### config.mk
export PLATFORM = sky130hd
export DESIGN_NAME = fir_filter_direct_form
export DESIGN_NICKNAME = d
export VERILOG_FILES = /design/src/sv/fdf_pkg.sv /design/src/sv/fir_filter_direct_form.sv /design/src/sv/fdf_ram.sv /design/src/sv/fdf_mac.sv
export SDC_FILE = /design/constraint.sdc
export NUM_CORES = 2
export LEC_CHECK = 0
export BUFFER_PORTS_ARGS = -buffer_cell sky130_fd_sc_hd__buf_2
export CORE_ASPECT_RATIO = 1.75
export CORE_MARGIN = 4
export CORE_UTILIZATION = 46
export CTS_CLUSTER_DIAMETER = 60
export CTS_CLUSTER_SIZE = 14
export DETAILED_ROUTE_END_ITERATION = 6
export PLACE_DENSITY = 0.71
export SLEW_MARGIN = 20
export SYNTH_ARGS = -nofsm -noshare
export SYNTH_HDL_FRONTEND = slang
export SYNTH_SLANG_ARGS = --single-unit
### constraint.sdc
create_clock -name clk -period 7.5 [get_ports clk]
set_input_delay 0.375 -clock clk [delete_from_list [all_inputs] [get_ports clk]]
set_output_delay 0.375 -clock clk [all_outputs]
set_load 0.03 [all_outputs]
### src/sv/fdf_pkg.sv
package fdf_pkg;

	// accumulator width, fixed by the number format
	localparam int ACC_BITS = 40;

	// command codes of an input beat
	localparam logic CMD_LOAD   = 1'b0;
	localparam logic CMD_FILTER = 1'b1;

	typedef enum logic [3:0] {
		ST_IDLE   = 4'b0001,
		ST_RUN    = 4'b0010,
		ST_DRAIN  = 4'b0100,
		ST_FINISH = 4'b1000
	} fdf_state_t;

	// sequencer -> multiply-accumulate unit
	typedef struct packed {
		logic clear;	// start of a new sum
		logic issue;	// a tap read goes out to both memories this cycle
	} mac_ctrl_t;

endpackage

### src/sv/fir_filter_direct_form.sv
// Channel  Handshake                Payload
// in       in_valid / in_stall      command, coef_index, coef_value, sample, last_of_signal
// out      out_valid / out_stall    result_value, saturated
// cfg      cfg_valid / cfg_ready    tap_count
//
// A coefficient load is written at once and leaves the sequencer idle. A sample is summed
// over taps products, where taps is min(tap_count, MAX_TAPS, samples of the current signal):
// one tap per cycle goes through the coefficient and history memory read ports into one
// shared multiplier.
// Reset clears the control state and sets tap_count to 1; both memories hold no reset.
// The finished result sits in an output register, so a new beat is taken while it waits;
// a result is held in the sequencer only if the previous one is still stalled.
module fir_filter_direct_form #(
	parameter int MAX_TAPS     = 64,
	parameter int SAMPLE_WIDTH = 16
) (
	input  logic                                 clk,
	input  logic                                 arst_n,
	// input beats
	input  logic                                 in_valid,
	output logic                                 in_stall,
	input  logic                                 command,
	input  logic [$clog2(MAX_TAPS)-1:0]          coef_index,
	input  logic signed [SAMPLE_WIDTH-1:0]       coef_value,
	input  logic signed [SAMPLE_WIDTH-1:0]       sample,
	input  logic                                 last_of_signal,
	// result beats
	output logic                                 out_valid,
	input  logic                                 out_stall,
	output logic signed [SAMPLE_WIDTH-1:0]       result_value,
	output logic                                 saturated,
	// tap count register
	input  logic                                 cfg_valid,
	output logic                                 cfg_ready,
	input  logic [$clog2(MAX_TAPS+1)-1:0]        tap_count
);

	import fdf_pkg::*;

	localparam int IDX_W = $clog2(MAX_TAPS);
	localparam int TAP_W = $clog2(MAX_TAPS + 1);
	localparam logic [TAP_W-1:0] MAX_T = TAP_W'(MAX_TAPS);

	fdf_state_t state_q;

	logic [TAP_W-1:0] tap_count_q;
	logic [IDX_W-1:0] ptr_q;	// next history slot to write
	logic [TAP_W-1:0] seen_q;	// samples of current signal, stops at MAX_TAPS
	logic [TAP_W-1:0] taps_q;	// taps for the sample in flight
	logic [IDX_W-1:0] k_q;		// tap being issued
	logic [IDX_W-1:0] rd_ptr_q;	// history slot of tap k

	logic out_valid_q;
	logic signed [SAMPLE_WIDTH-1:0] result_q;
	logic saturated_q;

	logic in_acc;
	logic load_acc;
	logic filt_acc;
	logic coef_we;
	logic [TAP_W-1:0] seen_next;
	logic [TAP_W-1:0] tc_clamped;
	logic [TAP_W-1:0] taps_next;
	logic last_issue;
	logic out_free;

	mac_ctrl_t mac_ctrl;
	logic mac_busy;
	logic signed [SAMPLE_WIDTH-1:0] mac_result;
	logic mac_sat;
	logic [SAMPLE_WIDTH-1:0] coef_rd;
	logic [SAMPLE_WIDTH-1:0] hist_rd;

	// ---------------------------------------------------------------
	// handshakes
	// ---------------------------------------------------------------
	assign in_stall  = (state_q != ST_IDLE);
	assign in_acc    = in_valid & ~in_stall;
	assign load_acc  = in_acc & (command == CMD_LOAD);
	assign filt_acc  = in_acc & (command == CMD_FILTER);
	// loads past the store are dropped
	assign coef_we   = load_acc & (TAP_W'(coef_index) < MAX_T);
	assign cfg_ready = 1'b1;

	always_ff @(posedge clk or negedge arst_n) begin
		if (!arst_n) begin
			tap_count_q <= TAP_W'(1);
		end else if (cfg_valid && cfg_ready) begin
			tap_count_q <= tap_count;
		end
	end

	// ---------------------------------------------------------------
	// tap count for the next sample
	// ---------------------------------------------------------------
	assign seen_next  = (seen_q < MAX_T) ? seen_q + TAP_W'(1) : seen_q;
	assign tc_clamped = (tap_count_q > MAX_T) ? MAX_T : tap_count_q;
	assign taps_next  = (tc_clamped < seen_next) ? tc_clamped : seen_next;
	assign last_issue = (TAP_W'(k_q) == taps_q - TAP_W'(1));
	assign out_free   = ~out_valid_q | ~out_stall;

	// ---------------------------------------------------------------
	// sequencer
	// ---------------------------------------------------------------
	always_ff @(posedge clk or negedge arst_n) begin
		if (!arst_n) begin
			state_q  <= ST_IDLE;
			ptr_q    <= '0;
			seen_q   <= '0;
			taps_q   <= '0;
			k_q      <= '0;
			rd_ptr_q <= '0;
		end else begin
			case (state_q)
				ST_IDLE: begin
					if (filt_acc) begin
						taps_q   <= taps_next;
						k_q      <= '0;
						rd_ptr_q <= ptr_q;
						ptr_q    <= (ptr_q == IDX_W'(MAX_TAPS - 1)) ? '0 : ptr_q + IDX_W'(1);
						seen_q   <= last_of_signal ? '0 : seen_next;
						// zero taps: sum stays cleared
						state_q  <= (taps_next == '0) ? ST_FINISH : ST_RUN;
					end
				end
				ST_RUN: begin
					k_q      <= k_q + IDX_W'(1);
					rd_ptr_q <= (rd_ptr_q == '0) ? IDX_W'(MAX_TAPS - 1) : rd_ptr_q - IDX_W'(1);
					if (last_issue) begin
						state_q <= ST_DRAIN;
					end
				end
				ST_DRAIN: begin
					if (!mac_busy) begin
						state_q <= ST_FINISH;
					end
				end
				ST_FINISH: begin
					if (out_free) begin
						state_q <= ST_IDLE;
					end
				end
				default: begin
					state_q <= ST_IDLE;
				end
			endcase
		end
	end

	assign mac_ctrl.clear = filt_acc;
	assign mac_ctrl.issue = (state_q == ST_RUN);

	// ---------------------------------------------------------------
	// storage: coefficients and sample history
	// ---------------------------------------------------------------
	fdf_ram #(
		.WIDTH(SAMPLE_WIDTH),
		.DEPTH(MAX_TAPS)
	) u_coef_ram (
		.clk  (clk),
		.we   (coef_we),
		.waddr(coef_index),
		.wdata(coef_value),
		.raddr(k_q),
		.rdata(coef_rd)
	);

	// newest sample is written at accept and read back as tap 0 in the cycle after
	fdf_ram #(
		.WIDTH(SAMPLE_WIDTH),
		.DEPTH(MAX_TAPS)
	) u_hist_ram (
		.clk  (clk),
		.we   (filt_acc),
		.waddr(ptr_q),
		.wdata(sample),
		.raddr(rd_ptr_q),
		.rdata(hist_rd)
	);

	fdf_mac #(
		.SAMPLE_WIDTH(SAMPLE_WIDTH)
	) u_mac (
		.clk      (clk),
		.arst_n   (arst_n),
		.ctrl     (mac_ctrl),
		.coef     (coef_rd),
		.hist     (hist_rd),
		.busy     (mac_busy),
		.result   (mac_result),
		.saturated(mac_sat)
	);

	// ---------------------------------------------------------------
	// output register
	// ---------------------------------------------------------------
	always_ff @(posedge clk or negedge arst_n) begin
		if (!arst_n) begin
			out_valid_q <= 1'b0;
		end else if (state_q == ST_FINISH && out_free) begin
			out_valid_q <= 1'b1;
		end else if (!out_stall) begin
			out_valid_q <= 1'b0;
		end
	end

	always_ff @(posedge clk) begin
		if (state_q == ST_FINISH && out_free) begin
			result_q    <= mac_result;
			saturated_q <= mac_sat;
		end
	end

	assign out_valid    = out_valid_q;
	assign result_value = result_q;
	assign saturated    = saturated_q;

`ifndef NO_ASSERTIONS
	a_busy_in_walk: assert property (@(posedge clk) disable iff (!arst_n)
		mac_busy |-> (state_q == ST_RUN || state_q == ST_DRAIN))
		else $error("MAC busy outside a tap walk");

	a_tap_in_range: assert property (@(posedge clk) disable iff (!arst_n)
		(state_q == ST_RUN) |-> (TAP_W'(k_q) < taps_q))
		else $error("tap index past tap count");

	a_seen_bound: assert property (@(posedge clk) disable iff (!arst_n)
		seen_q <= MAX_T)
		else $error("sample count past MAX_TAPS");

	a_finish_holds: assert property (@(posedge clk) disable iff (!arst_n)
		(state_q == ST_FINISH && out_valid && out_stall) |=> (state_q == ST_FINISH))
		else $error("result dropped while output stalled");
`endif

endmodule

### src/sv/fdf_ram.sv
module fdf_ram #(
	parameter int WIDTH = 16,
	parameter int DEPTH = 64
) (
	input  logic                     clk,
	input  logic                     we,
	input  logic [$clog2(DEPTH)-1:0] waddr,
	input  logic [WIDTH-1:0]         wdata,
	input  logic [$clog2(DEPTH)-1:0] raddr,
	output logic [WIDTH-1:0]         rdata
);

	logic [WIDTH-1:0] mem [DEPTH];

	always_ff @(posedge clk) begin
		if (we) begin
			mem[waddr] <= wdata;
		end
		rdata <= mem[raddr];
	end

endmodule

### src/sv/fdf_mac.sv
module fdf_mac #(
	parameter int SAMPLE_WIDTH = 16
) (
	input  logic                           clk,
	input  logic                           arst_n,
	input  fdf_pkg::mac_ctrl_t             ctrl,
	input  logic signed [SAMPLE_WIDTH-1:0] coef,
	input  logic signed [SAMPLE_WIDTH-1:0] hist,
	output logic                           busy,
	output logic signed [SAMPLE_WIDTH-1:0] result,
	output logic                           saturated
);

	import fdf_pkg::*;

	localparam int PROD_W = 2 * SAMPLE_WIDTH;
	localparam logic signed [ACC_BITS-1:0] SAT_HI =
		{{(ACC_BITS - SAMPLE_WIDTH + 1){1'b0}}, {(SAMPLE_WIDTH - 1){1'b1}}};
	localparam logic signed [ACC_BITS-1:0] SAT_LO = ~SAT_HI;

	logic                       valid_s1;
	logic                       valid_s2;
	logic signed [PROD_W-1:0]   prod_s2;
	logic signed [ACC_BITS-1:0] acc_q;
	logic signed [ACC_BITS-1:0] shifted;
	logic                       over_hi;
	logic                       under_lo;

	// s1: memory data valid, s2: product valid
	always_ff @(posedge clk or negedge arst_n) begin
		if (!arst_n) begin
			valid_s1 <= 1'b0;
			valid_s2 <= 1'b0;
		end else begin
			valid_s1 <= ctrl.issue;
			valid_s2 <= valid_s1;
		end
	end

	always_ff @(posedge clk) begin
		if (valid_s1) begin
			prod_s2 <= coef * hist;
		end
		if (ctrl.clear) begin
			acc_q <= '0;
		end else if (valid_s2) begin
			acc_q <= acc_q + ACC_BITS'(prod_s2);	// wraps mod 2^ACC_BITS
		end
	end

	assign busy = valid_s1 | valid_s2;

	// floor shift back to Q1.(W-1), then clamp
	assign shifted  = acc_q >>> (SAMPLE_WIDTH - 1);
	assign over_hi  = shifted > SAT_HI;
	assign under_lo = shifted < SAT_LO;

	always_comb begin
		saturated = over_hi | under_lo;
		if (over_hi) begin
			result = SAT_HI[SAMPLE_WIDTH-1:0];
		end else if (under_lo) begin
			result = SAT_LO[SAMPLE_WIDTH-1:0];
		end else begin
			result = shifted[SAMPLE_WIDTH-1:0];
		end
	end

endmodule
# After elaboration in Yosys (flattened, before gate mapping)

Memory sizes are Yosys's and may differ from the RTL's. A register that Yosys moved wholly into a read port is not among the register bits.
Index checks and enable logic that the tools add are counted.

Memories kept: 2
Register bits: 135
Bits in writable memories: 2,048
Output and inout port bits: 20
Input port bits: 52

Memory list:

| memory         | depth | width | read ports | clocked after memory_dff | write ports | line          | text |
|---|---|---|---|---|---|---|---|
| u_coef_ram.mem | 64    | 16    | 1          | 1                        | 1           | fdf_ram.sv:13 | `logic [WIDTH-1:0] mem [DEPTH];` |
| u_hist_ram.mem | 64    | 16    | 1          | 1                        | 1           | fdf_ram.sv:13 |  |

Multiplexer cells: 23
Multipliers: 1
Reductions and logical operators: 7
Bitwise operators: 10
Add/sub/neg operators: 6
$lt $le $gt $ge: 5
Equality and inequality tests: 12

Operators with widths:

| operator             | number |
|---|---|
| $add 40x32->40       | 1 |
| $mul 16x16->32       | 1 |
| $mux 7               | 4 |
| $gt 25x16->1 const B | 1 |
| $lt 25x16->1 const B | 1 |
| $mux 6               | 4 |
| $pmux 6 s2           | 2 |
| $mux 4               | 5 |
| $mux 16              | 1 |
| $pmux 4 s4           | 1 |
| $add 6x1->6 const B  | 2 |
| $ne 2x2->1 const B   | 4 |
| $add 7x1->7 const B  | 1 |
| $eq 6x7->1           | 1 |
| $gt 7x7->1 const B   | 1 |
| $logic_not 7->1      | 1 |
| $lt 7x7->1           | 1 |
| $lt 7x7->1 const B   | 1 |
| $sub 7x1->7 const B  | 1 |
| $eq 6x6->1 const B   | 1 |
| $logic_not 6->1      | 1 |
| $mux 1               | 6 |
| $sub 6x1->6 const B  | 1 |
| $eq 4x1->1 const B   | 1 |
| 12 further kinds     | 20 |

# Logic depth before layout (Yosys ltp)

Word-level depth: 8
Gate-level depth with buffers: 25
Mapped depth without buffers: 23

# Cells and area by module

Synthesis repeated with hierarchy kept, for this count alone.

Cells, all modules: 5,558
Area total of the unflattened synthesis: 97,885.1 sq um

By module, submodules not included:

| module                 | area each (sq um) | instances | seq. area each (sq um) | cells each |
|---|---|---|---|---|
| fdf_ram                | 40,042.2          | 2         | 31,069.8               | 1,829 |
| fdf_mac                | 14,587.7          | 1         | 1,811.7                | 1,587 |
| fir_filter_direct_form | 3,213.1           | 1         | 1,614.0                | 313 |

# Least setup slack after synthesis

Ideal clock, no wire load.

Path kind: register to register
Start point: register u_coef_ram.rdata[15] (read register of u_coef_ram.mem)
End point: register u_mac.prod_s2[30], data pin
Stages on the path, launching flop included: 21
Data required time: 7.235 ns
Path buffers: 1
Arrival time: 5.916 ns
Path slack: 1.319 ns
Path through: dfxtp_1 -> clkbuf_1 -> nand2_1 -> fa_1 -> fa_1 -> fa_1 -> inv_1 -> fa_1 -> fa_1 -> inv_1 -> fa_1 -> inv_1 -> ha_1 -> a21o_1 -> a211o_1 -> o22a_1 -> and3_1 -> a221oi_4 -> o31ai_2 -> nor4b_1 -> or3_1

Word-level cells in the longest chain between the ends: 1

Ends and longest elaborated chain:

| element              | line          | text |
|---|---|---|
| from (decl)          | fdf_ram.sv:10 | `output logic [WIDTH-1:0] rdata` |
| $mul 16x16->32       | fdf_mac.sv:42 | `prod_s2 <= coef * hist;` |
| to (signal assigned) | fdf_mac.sv:42 |  |
| to (decl)            | fdf_mac.sv:23 | `logic signed [PROD_W-1:0] prod_s2;` |

No other way between the ends.
A chain may end at the register's enable or synchronous reset.

# Worst setup path in the final report

Start point: register u_hist_ram.rdata[8] (read register of u_hist_ram.mem)
End point: register u_mac.prod_s2[30], data pin

Word-level cells in the longest chain between the ends: 1

Ends and longest elaborated chain:

| element        | line |
|---|---|
| from (decl)    | fdf_ram.sv:10 |
| $mul 16x16->32 | fdf_mac.sv:42 |

No other way between the ends.

==> flow_metrics.py <==
metrics = {
    "timing": {
        "final.period_utilization": 0.8999,
        "tns_ns": 0,
        "report.final.setup_viol": 0,
        "report.final.hold_viol_count": 0,
        "rsz0062_at_grt": "no",
        "max_freq_mhz": 148.2,
        "final_period_minus_worst_setup_slack_ns": 6.749,
        "timing.slew.headroom": 0.1504,
        "finClkSkew_ns": 0.09657,
        "timing_max_transition_violations_final": 0,
        "worst_slew_pin_slew_ns": 1.274,
    },
    "global_route": {
        "grt_max_degree": 145,
        "grt_pass1_wl_mm": 344.6,
        "antenna_violations_before_repair": 5,
        "groute.usage.overall": 0.2127,
        "first_global_vias": 51756,
        "grt_overflow": 0,
    },
    "placed_design": {
        "place.detailed.hpwl_mm": 153.8,
        "port_buffers": 70,
        "place_congestion": 0.8887,
    },
    "critical_path": {
        "cells_along_the_critical_path": "nand2_1 > fa_1 > inv_1 > fa_1 > fa_1 > fa_1 > fa_1 > inv_1 > fa_1 > inv_1 > ha_1 > a21o_1 > a211o_1 > o22a_1 > and3_1 > a221oi_4 > o31ai_2 > nor4b_1 > or3_1",
        "setup.worst_path.class": "flip-flop to flip-flop",
        "crit_path_start_kind": "flip-flop",
        "worst-endpoint-required_ns": 8.04,
        "critical_path.most_common_cell": "sky130_fd_sc_hd__fa_1",
        "max_stage_delay_ns": 0.77,
        "worst-endpoint-arrival_ns": 7.29,
        "r2r_end": "u_mac.prod_s2[30]",
        "worst_path_max_delay_cell": "sky130_fd_sc_hd__dfxtp_1",
        "cp-end-kind": "flip-flop",
        "crit_fanout": 16,
        "reg2reg_slack_ns": 0.75,
        "cell_depth_of_the_worst_flop_to_flop_path": 19,
        "worst_r2r_startpoint": "u_hist_ram.rdata[8]",
    },
    "synth": {
        "synth_mux_area_frac": 0.1431,
        "synth_compound_gate_area_share": 0.03520,
        "synth_adder_area_share": 0.07151,
        "netlist_instances": 5407,
        "synth-xor-area-share": 0.007141,
        "async_reset_ff_frac": 0.02077,
        "main_combinational_cell_family_by_area_after_synthesis": "multiplexers",
        "ys.warnings.count": 0,
        "ys_types": 79,
        "netlist_area_um2": 96900,
        "post_synth.cell_area_avg_um2": 17.92,
        "synth-seq-area-share": 0.6766,
        "mappedNetlistNets": 5855,
        "synth_ff_type": "sky130_fd_sc_hd__edfxtp_1",
        "simple_logic_cell_fraction_of_the_synthesized_area": 0.04218,
        "ys_seq_elements": 2215,
        "number_of_enable_type_register_cells_in_the_synthesized_netlist": 2097,
    },
    "route": {
        "postRouteWirelength_mm": 233.1,
        "drc": 0,
        "drt_pass1_iterations": 6,
        "post_drt_wl_per_cell_um": 27.39,
        "num_vias": 49334,
        "routed_via_density": 5.796,
        "drtIter0Drc": 3991,
        "route.antenna.remaining_nets": 0,
    },
    "clock_network": {
        "setup_repair_bufs_after_cts": 0,
        "cts-htree-levels": 4,
        "worst_skew_pair.late_latency_ns": 0.85,
        "post_cts_resize_count": 0,
        "clk_root_buffer_cell": "sky130_fd_sc_hd__clkbuf_16",
        "cts_tree": "done",
        "cts_max_path_buffers": 4,
        "clk_transition_reported_paths_ns": 0.07,
        "clock_sink_count": 2215,
        "tritoncts.num_buffers": 190,
    },
    "hold_path": {
        "whs_endpoint": "u_hist_ram.mem[53][8]",
        "timing.hold.worst_path_depth": 1,
        "min_path_type": "input pin to flip-flop",
        "hold_path_startpoint": "sample[8]",
    },
    "job": {
        "timing.max_cap.violations": 0,
    },
    "die": {
        "floorplan.rows": 222,
        "initial_utilization": 0.4633,
        "die_area_um2": 218300,
        "die_w_um": 354.9,
        "core_area_um2": 209200,
        "pin_count": 72,
        "die_height_um": 615.2,
    },
    "cells_and_area": {
        "drive_gt1_frac": 0.1830,
        "layout_common_cells": "sky130_fd_sc_hd__edfxtp_1 (2097), sky130_fd_sc_hd__mux4_2 (507), sky130_fd_sc_hd__nor2_1 (331), sky130_fd_sc_hd__inv_1 (300), sky130_fd_sc_hd__fa_1 (263)",
        "area_growth_syn_to_layout_pct": 10.15,
        "num-nets-final": 6061,
        "mostFrequentLayoutCell": "sky130_fd_sc_hd__edfxtp_1",
    },
    "status": {
        "status": "finished clean",
    },
}
## layer usage
metal,global-route usage,share of wire
met4,0.1201,0.066
met2,0.3998,0.56
met5,0,0
met1,0.2300,0.33
met3,0.02499,0.042
## logic make-up after synthesis
group / count (synthesis)
simple gates: 884
compound gates: 508
flops: 2215
buf+inv: 574
other cells: 1
xor+xnor: 79
mux: 750
fa+ha+maj: 396
## worst max-delay path, delay by kind of cell, from the launching register on
| family | cells | cell delay [ns] |
|---|---|---|
| buffers and inverters | 3 | 0.15 |
| AO/OA/AOI/OAI | 5 | 1.18 |
| adder cells (fa/ha/maj) | 7 | 3.46 |
| AND/OR/NAND/NOR | 4 | 0.91 |
| flip-flops | 1 | 0.77 |
## per-stage QoR
stage	setup WS (ns)	hold slack, ns	instances	area (um2)	utilization
final	0.7506	0.06321	8511	106700	0.5103
after global routing	0.4832	0.05860	8507	106700	0.5103
after CTS	0.7294	0.09708	8506	106700	0.5100
after detailed placement	0.7688	0.4625	8204	101200	0.4839
after global placement	0.8082	0.4523	8204	101200	0.4838
after floorplan	1.319	0.07941	5407	96900	-
## registers in the layout (all words and copies together), names as in the netlist
register and flops:
u_mac.acc_q 40, u_mac.valid_s1 1, state_q 4, u_hist_ram.rdata 16, saturated 1, u_coef_ram.mem 1024, u_hist_ram.mem 1024, k_q 6
ptr_q 6, u_mac.prod_s2 32, result_value 16, rd_ptr_q 6, taps_q 7, tap_count_q 7, out_valid 1, u_coef_ram.rdata 16
u_mac.valid_s2 1, seen_q 7
## synth_stat cells (55+ instances only)
master                        n  area share
sky130_fd_sc_hd__inv_1      300       0.012
sky130_fd_sc_hd__o221ai_1    84      0.0076
sky130_fd_sc_hd__and2_1     126      0.0081
sky130_fd_sc_hd__nand2_1    249      0.0096
sky130_fd_sc_hd__fa_1       263       0.054
sky130_fd_sc_hd__o21ai_0     82      0.0042
sky130_fd_sc_hd__mux4_2     507        0.12
sky130_fd_sc_hd__ha_1       133       0.017
sky130_fd_sc_hd__nor2_1     332       0.013
sky130_fd_sc_hd__edfxtp_1  2097        0.65
sky130_fd_sc_hd__xnor2_1     55      0.0050
sky130_fd_sc_hd__dfxtp_1     72       0.015
sky130_fd_sc_hd__a21oi_1    117      0.0060
sky130_fd_sc_hd__mux2i_1    229       0.024
sky130_fd_sc_hd__clkbuf_1   167      0.0065
## worst max path at each step
stage	startpoint	end	slack (ns)	depth (start not counted)
6_report	u_hist_ram.rdata[8]	u_mac.prod_s2[30]	0.75	19
5_1_grt	u_hist_ram.rdata[8]	u_mac.prod_s2[30]	0.48	19
4_1_cts	u_coef_ram.rdata[7]	u_mac.prod_s2[30]	0.73	19
3_5_place_dp	u_hist_ram.rdata[8]	u_mac.prod_s2[30]	0.77	19
3_3_place_gp	u_coef_ram.rdata[7]	u_mac.prod_s2[30]	0.81	19
2_1_floorplan	u_coef_ram.rdata[15]	u_mac.prod_s2[30]	1.32	20
## timing repair
item,CTS,global route
hold endpoints to repair,58,0
setup endpoints to repair,0,0
hold buffers,17,0
## area by class of cell
cell class	instances	area (um2)
Inverter	300	1126
Timing Repair Buffer	288	2142
Antenna cell	5	12.51
Sequential cell	2215	65590
Fill cell	16536	102400
Tap cell	2800	3503
Clock inverter	19	237.7
Clock buffer	266	5062
Multi-Input combinational cell	2618	29060
Power is not shown: default switching activity piles up to over one toggle a cycle in this logic, so the estimate is an artifact.
